### src/design/lsr_pkg.sv
`default_nettype none

package lsr_pkg;

	localparam int COORD_W = 6;

	typedef logic [COORD_W-1:0] coord_t;

	// One walk, ready for the stepping unit: major axis counts up from major0,
	// minor axis moves by slope/len per step toward neg.
	typedef struct packed {
		logic   xmaj;
		logic   neg;
		coord_t major0;
		coord_t minor0;
		coord_t len;
		coord_t slope;
	} job_t;

endpackage

`default_nettype wire

### src/design/lsr_seg_if.sv
`default_nettype none

interface lsr_seg_if import lsr_pkg::*; ();
	logic   valid;
	logic   ready;
	coord_t start_x;
	coord_t start_y;
	coord_t end_x;
	coord_t end_y;

	modport source (output valid, output start_x, output start_y, output end_x,
		output end_y, input ready);
	modport sink (input valid, input start_x, input start_y, input end_x,
		input end_y, output ready);
endinterface

`default_nettype wire

### src/design/lsr_pix_if.sv
`default_nettype none

interface lsr_pix_if import lsr_pkg::*; ();
	logic   valid;
	logic   ready;
	coord_t pixel_x;
	coord_t pixel_y;
	logic   last_pixel;

	modport source (output valid, output pixel_x, output pixel_y, output last_pixel,
		input ready);
	modport sink (input valid, input pixel_x, input pixel_y, input last_pixel,
		output ready);
endinterface

`default_nettype wire

### src/design/lsr_setup.sv
`default_nettype none

module lsr_setup import lsr_pkg::*; #(
	parameter int IMAGE_SIZE = 64
) (
	input  logic       clk,
	input  logic       arst_n,
	lsr_seg_if.sink    seg,
	output job_t       job,
	output logic       job_valid,
	input  logic       job_ready
);

	localparam coord_t MAX_C = COORD_W'(IMAGE_SIZE - 1);

	logic   v_s1, v_s2;
	coord_t sx_s1, sy_s1, ex_s1, ey_s1;
	job_t   job_s2;
	logic   rdy1, rdy2;

	coord_t adx, ady, ax, ay, bx, by;
	logic   xmaj, swap;
	job_t   job_nx;

	function automatic coord_t clamp(input coord_t c);
		return (c > MAX_C) ? MAX_C : c;
	endfunction

	assign rdy2      = !v_s2 || job_ready;
	assign rdy1      = !v_s1 || rdy2;
	assign seg.ready = rdy1;

	// Order the endpoints along the major axis and derive the walk.
	always_comb begin
		adx  = (ex_s1 > sx_s1) ? ex_s1 - sx_s1 : sx_s1 - ex_s1;
		ady  = (ey_s1 > sy_s1) ? ey_s1 - sy_s1 : sy_s1 - ey_s1;
		xmaj = ady < adx;
		swap = xmaj ? (ex_s1 < sx_s1) : (ey_s1 < sy_s1);
		ax   = swap ? ex_s1 : sx_s1;
		ay   = swap ? ey_s1 : sy_s1;
		bx   = swap ? sx_s1 : ex_s1;
		by   = swap ? sy_s1 : ey_s1;
		job_nx.xmaj   = xmaj;
		job_nx.neg    = xmaj ? (by < ay) : (bx < ax);
		job_nx.major0 = xmaj ? ax : ay;
		job_nx.minor0 = xmaj ? ay : ax;
		job_nx.len    = xmaj ? adx : ady;
		job_nx.slope  = xmaj ? ady : adx;
	end

	always_ff @(posedge clk or negedge arst_n) begin
		if (!arst_n) begin
			v_s1 <= 1'b0;
			v_s2 <= 1'b0;
		end else begin
			if (rdy1) v_s1 <= seg.valid;
			if (rdy2) v_s2 <= v_s1;
		end
	end

	always_ff @(posedge clk) begin
		if (rdy1 && seg.valid) begin
			sx_s1 <= clamp(seg.start_x);
			sy_s1 <= clamp(seg.start_y);
			ex_s1 <= clamp(seg.end_x);
			ey_s1 <= clamp(seg.end_y);
		end
		if (rdy2 && v_s1) job_s2 <= job_nx;
	end

	assign job       = job_s2;
	assign job_valid = v_s2;

`ifndef SYNTHESIS
	a_clamped: assert property (@(posedge clk) disable iff (!arst_n)
		v_s1 |-> (sx_s1 <= MAX_C && sy_s1 <= MAX_C && ex_s1 <= MAX_C && ey_s1 <= MAX_C))
		else $error("unclamped coordinate in stage 1");
	a_slope_le_len: assert property (@(posedge clk) disable iff (!arst_n)
		v_s2 |-> job_s2.slope <= job_s2.len)
		else $error("minor delta exceeds major length");
	a_xmaj_strict: assert property (@(posedge clk) disable iff (!arst_n)
		v_s2 && job_s2.xmaj |-> job_s2.slope < job_s2.len)
		else $error("x-major walk without strictly shorter minor delta");
`endif

endmodule

`default_nettype wire

### src/design/lsr_walk.sv
`default_nettype none

module lsr_walk import lsr_pkg::*; #(
	parameter int IMAGE_SIZE = 64
) (
	input  logic       clk,
	input  logic       arst_n,
	input  job_t       job,
	input  logic       job_valid,
	output logic       job_ready,
	lsr_pix_if.source  pix
);

	localparam coord_t MAX_C = COORD_W'(IMAGE_SIZE - 1);

	logic   busy_q, xmaj_q, neg_q;
	coord_t major_q, minor_q, cnt_q, len_q, slope_q, rem_q;

	logic   out_valid_q, last_q;
	coord_t px_q, py_q;

	logic         out_free, emit, at_last, step;
	logic [COORD_W:0] rsum;
	coord_t       rem_nx, minor_nx;

	assign out_free  = !out_valid_q || pix.ready;
	assign emit      = busy_q && out_free;
	assign at_last   = cnt_q == '0;
	assign job_ready = !busy_q || (emit && at_last);

	// Remainder stays below len and slope never exceeds len, so one
	// compare and subtract per step keeps the quotient exact.
	always_comb begin
		rsum     = {1'b0, rem_q} + {1'b0, slope_q};
		step     = rsum >= {1'b0, len_q};
		rem_nx   = step ? COORD_W'(rsum - {1'b0, len_q}) : rsum[COORD_W-1:0];
		minor_nx = !step ? minor_q : (neg_q ? minor_q - 1'b1 : minor_q + 1'b1);
	end

	always_ff @(posedge clk or negedge arst_n) begin
		if (!arst_n) begin
			busy_q      <= 1'b0;
			out_valid_q <= 1'b0;
		end else begin
			if (out_free)  out_valid_q <= busy_q;
			if (job_ready) busy_q      <= job_valid;
		end
	end

	always_ff @(posedge clk) begin
		if (emit) begin
			px_q   <= xmaj_q ? major_q : minor_q;
			py_q   <= xmaj_q ? minor_q : major_q;
			last_q <= at_last;
		end
		if (job_ready && job_valid) begin
			xmaj_q  <= job.xmaj;
			neg_q   <= job.neg;
			major_q <= job.major0;
			minor_q <= job.minor0;
			cnt_q   <= job.len;
			len_q   <= job.len;
			slope_q <= job.slope;
			rem_q   <= '0;
		end else if (emit) begin
			major_q <= major_q + 1'b1;
			minor_q <= minor_nx;
			cnt_q   <= cnt_q - 1'b1;
			rem_q   <= rem_nx;
		end
	end

	assign pix.valid      = out_valid_q;
	assign pix.pixel_x    = px_q;
	assign pix.pixel_y    = py_q;
	assign pix.last_pixel = last_q;

`ifndef SYNTHESIS
	a_rem_bound: assert property (@(posedge clk) disable iff (!arst_n)
		busy_q && len_q != '0 |-> rem_q < len_q)
		else $error("walk remainder out of range");
	a_pix_range: assert property (@(posedge clk) disable iff (!arst_n)
		out_valid_q |-> (px_q <= MAX_C && py_q <= MAX_C))
		else $error("pixel outside image");
	a_done_idle: assert property (@(posedge clk) disable iff (!arst_n)
		emit && at_last && !job_valid |=> !busy_q)
		else $error("walker busy after last pixel");
`endif

endmodule

`default_nettype wire

### src/design/line_segment_rasterizer.sv
// Channel  Dir  Beat                                   Role
// seg      in   start_x, start_y, end_x, end_y         one segment to draw
// pix      out  pixel_x, pixel_y, last_pixel           one pixel, last marks end
//
// A segment spends two setup stages (clamp, then order and delta), then the
// stepper emits one pixel beat per cycle while pix is not stalled: major
// length + 1 beats, 1..64 at IMAGE_SIZE 64.
// The stepper is the rate limit; setup stages refill while it walks.
// arst_n clears the valid bits and the stepper's busy flag only.
// A stall on pix holds the output register and the stepper; seg backs up
// through the setup stages without dropping a beat.
`default_nettype none

module line_segment_rasterizer import lsr_pkg::*; #(
	parameter int IMAGE_SIZE = 64
) (
	input  logic      clk,
	input  logic      arst_n,
	lsr_seg_if.sink   seg,
	lsr_pix_if.source pix
);

	// Handoff from the setup stages to the stepper.
	job_t job;
	logic job_valid;
	logic job_ready;

	// Clamp coordinates, pick the major axis and order the endpoints.
	lsr_setup #(
		.IMAGE_SIZE (IMAGE_SIZE)
	) u_setup (
		.clk       (clk),
		.arst_n    (arst_n),
		.seg       (seg),
		.job       (job),
		.job_valid (job_valid),
		.job_ready (job_ready)
	);

	// Step the major axis, advance the minor axis by remainder compare.
	lsr_walk #(
		.IMAGE_SIZE (IMAGE_SIZE)
	) u_walk (
		.clk       (clk),
		.arst_n    (arst_n),
		.job       (job),
		.job_valid (job_valid),
		.job_ready (job_ready),
		.pix       (pix)
	);

endmodule

`default_nettype wire

### src/flat_wrapper.sv
// flat-port wrapper written by rule: the top's interface ports become plain ports
module line_segment_rasterizer_flat import lsr_pkg::*;
#(
	parameter int IMAGE_SIZE = 64
)
  (clk, arst_n, seg_valid, seg_start_x, seg_start_y, seg_end_x, seg_end_y, seg_ready, pix_valid, pix_pixel_x, pix_pixel_y, pix_last_pixel, pix_ready);
  lsr_seg_if seg_i ();
  lsr_pix_if pix_i ();
  input  logic clk;
  input  logic arst_n;
  input wire logic [$bits(seg_i.valid)-1:0] seg_valid;
  input wire logic [$bits(seg_i.start_x)-1:0] seg_start_x;
  input wire logic [$bits(seg_i.start_y)-1:0] seg_start_y;
  input wire logic [$bits(seg_i.end_x)-1:0] seg_end_x;
  input wire logic [$bits(seg_i.end_y)-1:0] seg_end_y;
  output wire logic [$bits(seg_i.ready)-1:0] seg_ready;
  output wire logic [$bits(pix_i.valid)-1:0] pix_valid;
  output wire logic [$bits(pix_i.pixel_x)-1:0] pix_pixel_x;
  output wire logic [$bits(pix_i.pixel_y)-1:0] pix_pixel_y;
  output wire logic [$bits(pix_i.last_pixel)-1:0] pix_last_pixel;
  input wire logic [$bits(pix_i.ready)-1:0] pix_ready;
  assign seg_i.valid = seg_valid;
  assign seg_i.start_x = seg_start_x;
  assign seg_i.start_y = seg_start_y;
  assign seg_i.end_x = seg_end_x;
  assign seg_i.end_y = seg_end_y;
  assign seg_ready = seg_i.ready;
  assign pix_valid = pix_i.valid;
  assign pix_pixel_x = pix_i.pixel_x;
  assign pix_pixel_y = pix_i.pixel_y;
  assign pix_last_pixel = pix_i.last_pixel;
  assign pix_i.ready = pix_ready;
  line_segment_rasterizer #(.IMAGE_SIZE(IMAGE_SIZE)) u_core (.clk(clk), .arst_n(arst_n), .seg(seg_i), .pix(pix_i));
endmodule
### config.mk
export PLATFORM = sky130hd
export DESIGN_NAME = line_segment_rasterizer_flat
export DESIGN_NICKNAME = d
export VERILOG_FILES = /design/src/design/lsr_pkg.sv /design/src/design/lsr_seg_if.sv /design/src/design/lsr_pix_if.sv /design/src/design/lsr_setup.sv /design/src/design/lsr_walk.sv /design/src/design/line_segment_rasterizer.sv /design/src/flat_wrapper.sv
export SDC_FILE = /design/constraint.sdc
export NUM_CORES = 1
export LEC_CHECK = 0
export BUFFER_PORTS_ARGS = -buffer_cell sky130_fd_sc_hd__buf_2
export CAP_MARGIN = 20
export CORE_MARGIN = 5
export CORE_UTILIZATION = 60
export CTS_BUF_LIST = sky130_fd_sc_hd__clkbuf_2
export DETAILED_ROUTE_END_ITERATION = 16
export GPL_TIMING_DRIVEN = 0
export PLACE_DENSITY = 0.81
export SYNTH_ARGS = -nofsm -noshare
export SYNTH_HDL_FRONTEND = slang
export SYNTH_SLANG_ARGS = --single-unit
### constraint.sdc
create_clock -name clk -period 12.2 [get_ports clk]
set_input_delay 1.22 -clock clk [delete_from_list [all_inputs] [get_ports clk]]
set_output_delay 1.22 -clock clk [all_outputs]
set_load 0.005 [all_outputs]
== Word-level counts from Yosys, hierarchy flattened ==
Index checks and enable logic that the tools add are counted.
W data, S select, Z words.

* Reductions and logical operators: 17
* Mux-type cells: 23
* Add/subtract/negate cells: 10
* Order comparisons: 12

{| class="wikitable"
|+ Operators with widths
! cell !! count
|-
| $mux W6 || 21
|-
| $lt A6 B6 Y1 || 5
|-
| $sub A6 B6 Y6 || 5
|-
| $gt A6 B6 Y1 const B || 4
|-
| $add A6 B1 Y6 const B || 2
|-
| $gt A6 B6 Y1 || 2
|-
| $sub A6 B1 Y6 const B || 2
|-
| $add A6 B6 Y7 || 1
|-
| $ge A7 B6 Y1 || 1
|-
| $logic_not A6 Y1 || 1
|-
| $logic_and A1 B1 Y1 || 5
|-
| $logic_not A1 Y1 || 4
|-
| $logic_or A1 B1 Y1 || 4
|-
| $reduce_bool A2 Y1 || 2
|-
| $mux W1 || 2
|-
| $reduce_and A2 Y1 || 1
|}

* Bits in registers: 105
* Word-level logic and storage cells: 87
* Output and inout port bits: 15
* Input port bits: 28

== Logic depth before layout (Yosys ltp) ==
* Depth after elaboration: 8
* Gate-level depth with buffers: 21
* Depth with buffers taken out: 20

== Cells and area by module ==
Synthesis repeated with hierarchy kept, for this count alone.

* Cells, all modules: 567
* Area total of the unflattened synthesis: 6,209.7 um2

{| class="wikitable"
|+ By module, submodules not included
! module !! cells each !! area each (um2) !! times used !! seq. area each (um2)
|-
| lsr_setup || 319 || 3,340.7 || 1 || 1,551.5
|-
| lsr_walk || 248 || 2,869.0 || 1 || 1,521.5
|}

== Least setup slack after synthesis ==
OpenSTA, ideal clock, no wires.

* Path type: flip-flop to flip-flop
* Start: register u_core.u_setup.ey_s1[3]
* End: register u_core.u_setup.job_s2 (netlist bit u_core.u_setup.job[24]), data pin
* Arrival: 4.191 ns
* Cell stages (with the launch flop): 21
* Path slack: 7.839 ns
* Data required time: 12.030 ns
* Period minus slack after synthesis: 4.361 ns
* Cell sequence: edfxtp_1 > ha_1 > buf_6 > and4_4 > a21oi_4 > a32oi_4 > mux2i_1 > o221ai_1 > a221oi_2 > xor2_1 > inv_1 > ha_1 > a21o_1 > a21oi_1 > o21ai_1 > mux2_4 > buf_6 > and3_1 > a21oi_1 > nand3_1 > o32ai_2

{| class="wikitable"
|+ RTL lines
! what !! RTL line !! source
|-
| start, declared || lsr_setup.sv:17 || <nowiki>coord_t sx_s1, sy_s1, ex_s1, ey_s1;</nowiki>
|-
| start signal, assigned || lsr_setup.sv:66 || <nowiki>ey_s1 <= clamp(seg.end_y);</nowiki>
|-
| end signal, assigned || lsr_setup.sv:68 || <nowiki>if (rdy2 && v_s1) job_s2 <= job_nx;</nowiki>
|-
| end, declared || lsr_setup.sv:18 || <nowiki>job_t job_s2;</nowiki>
|}

==> flow_summary.html <==
<table>
<tr><th>Metric</th><th>Value</th></tr>
<tr><th colspan="2">Synth</th></tr>
<tr><td>Ys Warns</td><td>0</td></tr>
<tr><td>Sequential-to-total area share from yosys stat</td><td>0.501</td></tr>
<tr><td>Number of distinct library cells after synthesis</td><td>59</td></tr>
<tr><td>Prevailing post-synth register cell</td><td>sky130_fd_sc_hd__edfxtp_1</td></tr>
<tr><td>Net count of the mapped netlist</td><td>639</td></tr>
<tr><td>Number of enable flip-flop cells after synthesis</td><td>95</td></tr>
<tr><td>Post-Syn Area</td><td>0.00614 sq mm</td></tr>
<tr><td>Synth Register Bits</td><td>105</td></tr>
<tr><td>Syn Inst Count</td><td>558</td></tr>
<tr><td>Avg Synthesized Cell Area</td><td>11.0 sq um</td></tr>
<tr><td>Proportion of synthesized flip-flops having asynchronous set or reset</td><td>0.0381</td></tr>
<tr><th colspan="2">Finish</th></tr>
<tr><td>Number of antenna diodes</td><td>0</td></tr>
<tr><td>Share of cells above drive strength 1</td><td>0.109</td></tr>
<tr><td>Final net count</td><td>670</td></tr>
<tr><td>Area grow syn2layout</td><td>6.62%</td></tr>
<tr><td>Number of flip-flops under the largest register name</td><td>26</td></tr>
<tr><td>Number of filler instances in the final layout</td><td>781</td></tr>
<tr><th colspan="2">Placement</th></tr>
<tr><td>DP HPWL</td><td>8930 um</td></tr>
<tr><td>Global placer's final weighted congestion</td><td>0.899</td></tr>
<tr><td>Number of I/O port buffers</td><td>18</td></tr>
<tr><th colspan="2">Setup path</th></tr>
<tr><td>Type of the worst setup path</td><td>flop to flop</td></tr>
<tr><td>Start of the worst register-to-register path</td><td>u_core.u_setup.sy_s1[4]</td></tr>
<tr><td>Critical path peak fanout</td><td>10</td></tr>
<tr><td>Register-to-Register Path Depth</td><td>18</td></tr>
<tr><td>Crit path arrival time</td><td>between 5 and 6 ns</td></tr>
<tr><td>Nature of the critical path startpoint</td><td>flop</td></tr>
<tr><td>Sequence of cells on the critical path</td><td>inv_1, ha_1, and4_4, a21oi_4, a32oi_4, mux2i_1, o221ai_1, a221oi_2, xor2_1, inv_1, ha_1, nand3_1, o21ai_1, mux2i_2, buf_2, nand2_1, o21ai_0, mux2i_1</td></tr>
<tr><td>Minimum setup slack among reg-to-reg paths</td><td>6.81 ns</td></tr>
<tr><td>Library cell contributing the largest single delay on the critical path</td><td>sky130_fd_sc_hd__mux2i_2</td></tr>
<tr><td>Worst endpoint required time</td><td>12.53 ns</td></tr>
<tr><td>Slowest Stage Delay on Critical Path</td><td>0.65 ns</td></tr>
<tr><td>Terminus of the critical flop-to-flop path</td><td>u_core.u_setup.job[21]</td></tr>
<tr><td>Kind of capture point of the worst setup path</td><td>flop</td></tr>
<tr><th colspan="2">Floorplan</th></tr>
<tr><td>Area of the die</td><td>0.0124 sq mm</td></tr>
<tr><td>Floorplan die height</td><td>111 um</td></tr>
<tr><td>Initial core utilization</td><td>0.605</td></tr>
<tr><td>Io pins</td><td>43</td></tr>
<tr><td>Core area</td><td>between 0.01 and 0.015 sq mm</td></tr>
<tr><td>Die width</td><td>111 um</td></tr>
<tr><td>Number of rows in the core area</td><td>37</td></tr>
<tr><th colspan="2">Route</th></tr>
<tr><td>Routed length on met1</td><td>4990 um</td></tr>
<tr><td>Via Count</td><td>3995</td></tr>
<tr><td>Wire length per cell</td><td>15.6 um</td></tr>
<tr><td>DRC viols</td><td>0</td></tr>
<tr><td>Wire length on met3</td><td>394 um</td></tr>
<tr><td>Drt first pass iters</td><td>5</td></tr>
<tr><td>Avg Vias per Cell</td><td>5.47</td></tr>
<tr><td>Count of nets left with antenna violations after detail routing</td><td>0</td></tr>
<tr><td>Sum of routed wire length over all layers</td><td>11400 um</td></tr>
<tr><td>Met2 wire length</td><td>5710 um</td></tr>
<tr><td>Drt first-iter violations</td><td>161</td></tr>
<tr><td>Top metal layer carrying routed signals</td><td>met4</td></tr>
<tr><th colspan="2">Timing</th></tr>
<tr><td>Post-route fraction of the period consumed by the critical path</td><td>0.442</td></tr>
<tr><td>Hold Slack</td><td>about 0.38 ns</td></tr>
<tr><td>Setup-violating endpoint count in the final report</td><td>0</td></tr>
<tr><td>Tightest Pin Transition</td><td>1.02 ns</td></tr>
<tr><td>Unrepaired setup endpoints after global routing</td><td>false</td></tr>
<tr><td>Relative max-transition margin</td><td>0.323</td></tr>
<tr><td>Final Hold Fails</td><td>0</td></tr>
<tr><td>Clock skew</td><td>0.0253 ns</td></tr>
<tr><td>Setup Total Neg Slack</td><td>0 ns</td></tr>
<tr><td>Post-layout min period</td><td>5.39 ns</td></tr>
<tr><td>Number of pins exceeding their max-slew limit in the final report</td><td>0</td></tr>
<tr><td>Achievable frequency</td><td>0.185 GHz</td></tr>
<tr><th colspan="2">Clock tree</th></tr>
<tr><td>Root Buffer Master</td><td>sky130_fd_sc_hd__clkbuf_2</td></tr>
<tr><td>Number of instances resized during post-cts repair</td><td>0</td></tr>
<tr><td>Setup repair bufs after CTS</td><td>0</td></tr>
<tr><td>TritonCTS clock tree</td><td>yes</td></tr>
<tr><td>Number of buffers added by the clock tree synthesis step</td><td>9</td></tr>
<tr><td>Clock slew at the register clock pins of the worst setup and hold paths</td><td>0.27 ns</td></tr>
<tr><td>Count of H-tree levels built during CTS</td><td>3</td></tr>
<tr><td>Worst-skew pair later-pin latency</td><td>0.57 ns</td></tr>
<tr><td>Number of buffers inserted by hold repair at cts</td><td>0</td></tr>
<tr><td>Total clock sinks</td><td>105</td></tr>
<tr><td>Bufs on Longest Clock Path</td><td>2</td></tr>
<tr><th colspan="2">Outcome</th></tr>
<tr><td>Result of the run</td><td>completed</td></tr>
<tr><th colspan="2">Pwr</th></tr>
<tr><td>Combinational Power Share</td><td>0.320</td></tr>
<tr><td>Cell-internal power</td><td>between 0.6 and 0.7 mW</td></tr>
<tr><td>Areal power density over the cells</td><td>141 mW/mm^2</td></tr>
<tr><td>Leakage power</td><td>2.68 nW</td></tr>
<tr><td>Switching component of the power</td><td>0.293 mW</td></tr>
<tr><td>Worst-case vdd ir drop</td><td>a little under 0.00007 V</td></tr>
<tr><td>Flop pwr share</td><td>0.503</td></tr>
<tr><td>Switch share</td><td>0.318</td></tr>
<tr><td>Fraction of power consumed by the clock network</td><td>0.177</td></tr>
<tr><th colspan="2">GRT</th></tr>
<tr><td>Number of antenna violations at the first check in global routing</td><td>0</td></tr>
<tr><td>Wire length of the first global-routing pass</td><td>between 15000 and 20000 um</td></tr>
<tr><td>Sum of overflow across all layers after global routing</td><td>0</td></tr>
<tr><td>Global-route usage over all layers</td><td>0.190</td></tr>
<tr><td>Via count of the first global-routing pass</td><td>4124</td></tr>
<tr><td>Pin count of the biggest net entering global routing</td><td>27</td></tr>
<tr><th colspan="2">Run</th></tr>
<tr><td>Max-cap viol count</td><td>0</td></tr>
<tr><th colspan="2">Worst hold path</th></tr>
<tr><td>Min-delay worst type</td><td>input port to asynchronous set/reset pin</td></tr>
</table>
==> power by group through the flow <==
stage	Combinational, mW	Clock, mW	Sequential (mW)
floorplan	0.233	0	0.465
global route	0.331	0.180	0.468
finish	0.295	0.163	0.464
global placement	0.276	0	0.469
detailed placement	0.293	0	0.471
CTS	0.295	0.166	0.463
==> through the flow <==
step / setup WS, ns / cells / util / cell area [sq um] / total power, mW
2_1_floorplan: 7.84 / 558 / - / 6140 / 0.698
3_3_place_gp: 7.05 / 712 / 0.631 / 6400 / 0.746
3_5_place_dp: 6.96 / 713 / 0.632 / 6410 / 0.765
4_1_cts: 6.92 / 729 / 0.643 / 6520 / 0.924
5_1_grt: 6.51 / 730 / 0.646 / 6550 / 0.979
6_report: 6.81 / 730 / 0.646 / 6550 / 0.921
==> synthesized netlist by cell type (2+ instances only) <==
library cell	number	area [sq um]
sky130_fd_sc_hd__nor2b_1	4	25.0
sky130_fd_sc_hd__mux2_2	12	135
sky130_fd_sc_hd__o21bai_1	2	15.0
sky130_fd_sc_hd__xnor2_1	17	149
sky130_fd_sc_hd__nand3b_1	3	22.5
sky130_fd_sc_hd__mux2i_1	26	260
sky130_fd_sc_hd__and3_1	3	18.8
sky130_fd_sc_hd__inv_1	56	210
sky130_fd_sc_hd__a211oi_1	2	15.0
sky130_fd_sc_hd__a21boi_1	2	15.0
sky130_fd_sc_hd__a31oi_1	3	18.8
sky130_fd_sc_hd__edfxtp_1	95	2850
sky130_fd_sc_hd__fa_1	7	140
sky130_fd_sc_hd__dfrtp_1	4	100
sky130_fd_sc_hd__o21ai_0	25	125
sky130_fd_sc_hd__nor2_1	34	128
sky130_fd_sc_hd__clkinv_1	2	7.51
sky130_fd_sc_hd__and2_1	2	12.5
sky130_fd_sc_hd__buf_6	2	22.5
sky130_fd_sc_hd__ha_1	46	576
sky130_fd_sc_hd__o21ai_1	4	20.0
sky130_fd_sc_hd__xor2_1	10	87.6
sky130_fd_sc_hd__a21boi_0	3	22.5
sky130_fd_sc_hd__buf_2	2	10.0
sky130_fd_sc_hd__nand3_1	19	95.1
sky130_fd_sc_hd__nand2b_1	7	43.8
sky130_fd_sc_hd__clkbuf_1	31	116
sky130_fd_sc_hd__nand2_1	35	131
sky130_fd_sc_hd__dfxtp_1	6	120
sky130_fd_sc_hd__nor3_1	10	50.1
sky130_fd_sc_hd__a21oi_1	47	235
sky130_fd_sc_hd__o221ai_1	2	17.5
sky130_fd_sc_hd__a21o_1	8	60.1
sky130_fd_sc_hd__nand4_1	2	12.5
==> metal layers <==
layer  vias up  global-route usage
li1       2015                   -
met3        23              0.0257
met1      1877               0.232
met2        80               0.336
met5         -                   0
met4         0              0.0860
==> cell families after synthesis <==
group	share of synthesized area
buf+inv	0.0603
flops	0.501
simple gates	0.0976
fa+ha+maj	0.117
xor+xnor	0.0385
mux	0.0691
compound gates	0.117
==> worst max path at each step <==
stage | start | to | slack, ns | cells past startpoint
floorplan | u_core.u_setup.ey_s1[3] | u_core.u_setup.job[24] | 7.84 | 20
global placement | u_core.u_setup.sy_s1[2] | u_core.u_setup.job[21] | 7.05 | 18
detailed placement | u_core.u_setup.sy_s1[4] | u_core.u_setup.job[21] | 6.96 | 19
CTS | u_core.u_setup.sy_s1[4] | u_core.u_setup.job[21] | 6.92 | 19
global route | u_core.u_setup.sy_s1[2] | u_core.u_setup.job[21] | 6.51 | 19
finish | u_core.u_setup.sy_s1[4] | u_core.u_setup.job[21] | 6.81 | 18
==> critical path: cells and delay by family (launching register included) <==
family	cells	cell delay, ns
fa+ha+maj	2	0.72
compound gates	6	1.49
mux	3	1.24
flops	1	0.46
xor+xnor	1	0.27
buf+inv	3	0.51
simple gates	3	0.48
==> layout make-up <==
cell class | count | area (sq um) | area share
Buffer | 36 | 153 | 0.0233
Multi-Input combinational cell | 359 | 2700 | 0.412
Inverter | 58 | 218 | 0.0333
Clock inverter | 5 | 56.3 | 0.00860
Timing Repair Buffer | 20 | 125 | 0.0191
Tap cell | 136 | 170 | 0.0260
Clock buffer | 11 | 55.1 | 0.00841
Sequential cell | 105 | 3070 | 0.470
==> cells in the final DEF (no fill, tap or decap), drive strengths merged, types with 13 or more instances in the layout <==
| cell type | instances |
|---|---|
| nand2 | 35 |
| o21ai | 30 |
| ha | 46 |
| mux2i | 27 |
| nor2 | 34 |
| mux2 | 13 |
| edfxtp | 95 |
| clkbuf | 42 |
| xnor2 | 17 |
| a21oi | 49 |
| nand3 | 19 |
| buf | 25 |
| inv | 56 |
No activity file was read; power rests on OpenSTA's default activity.
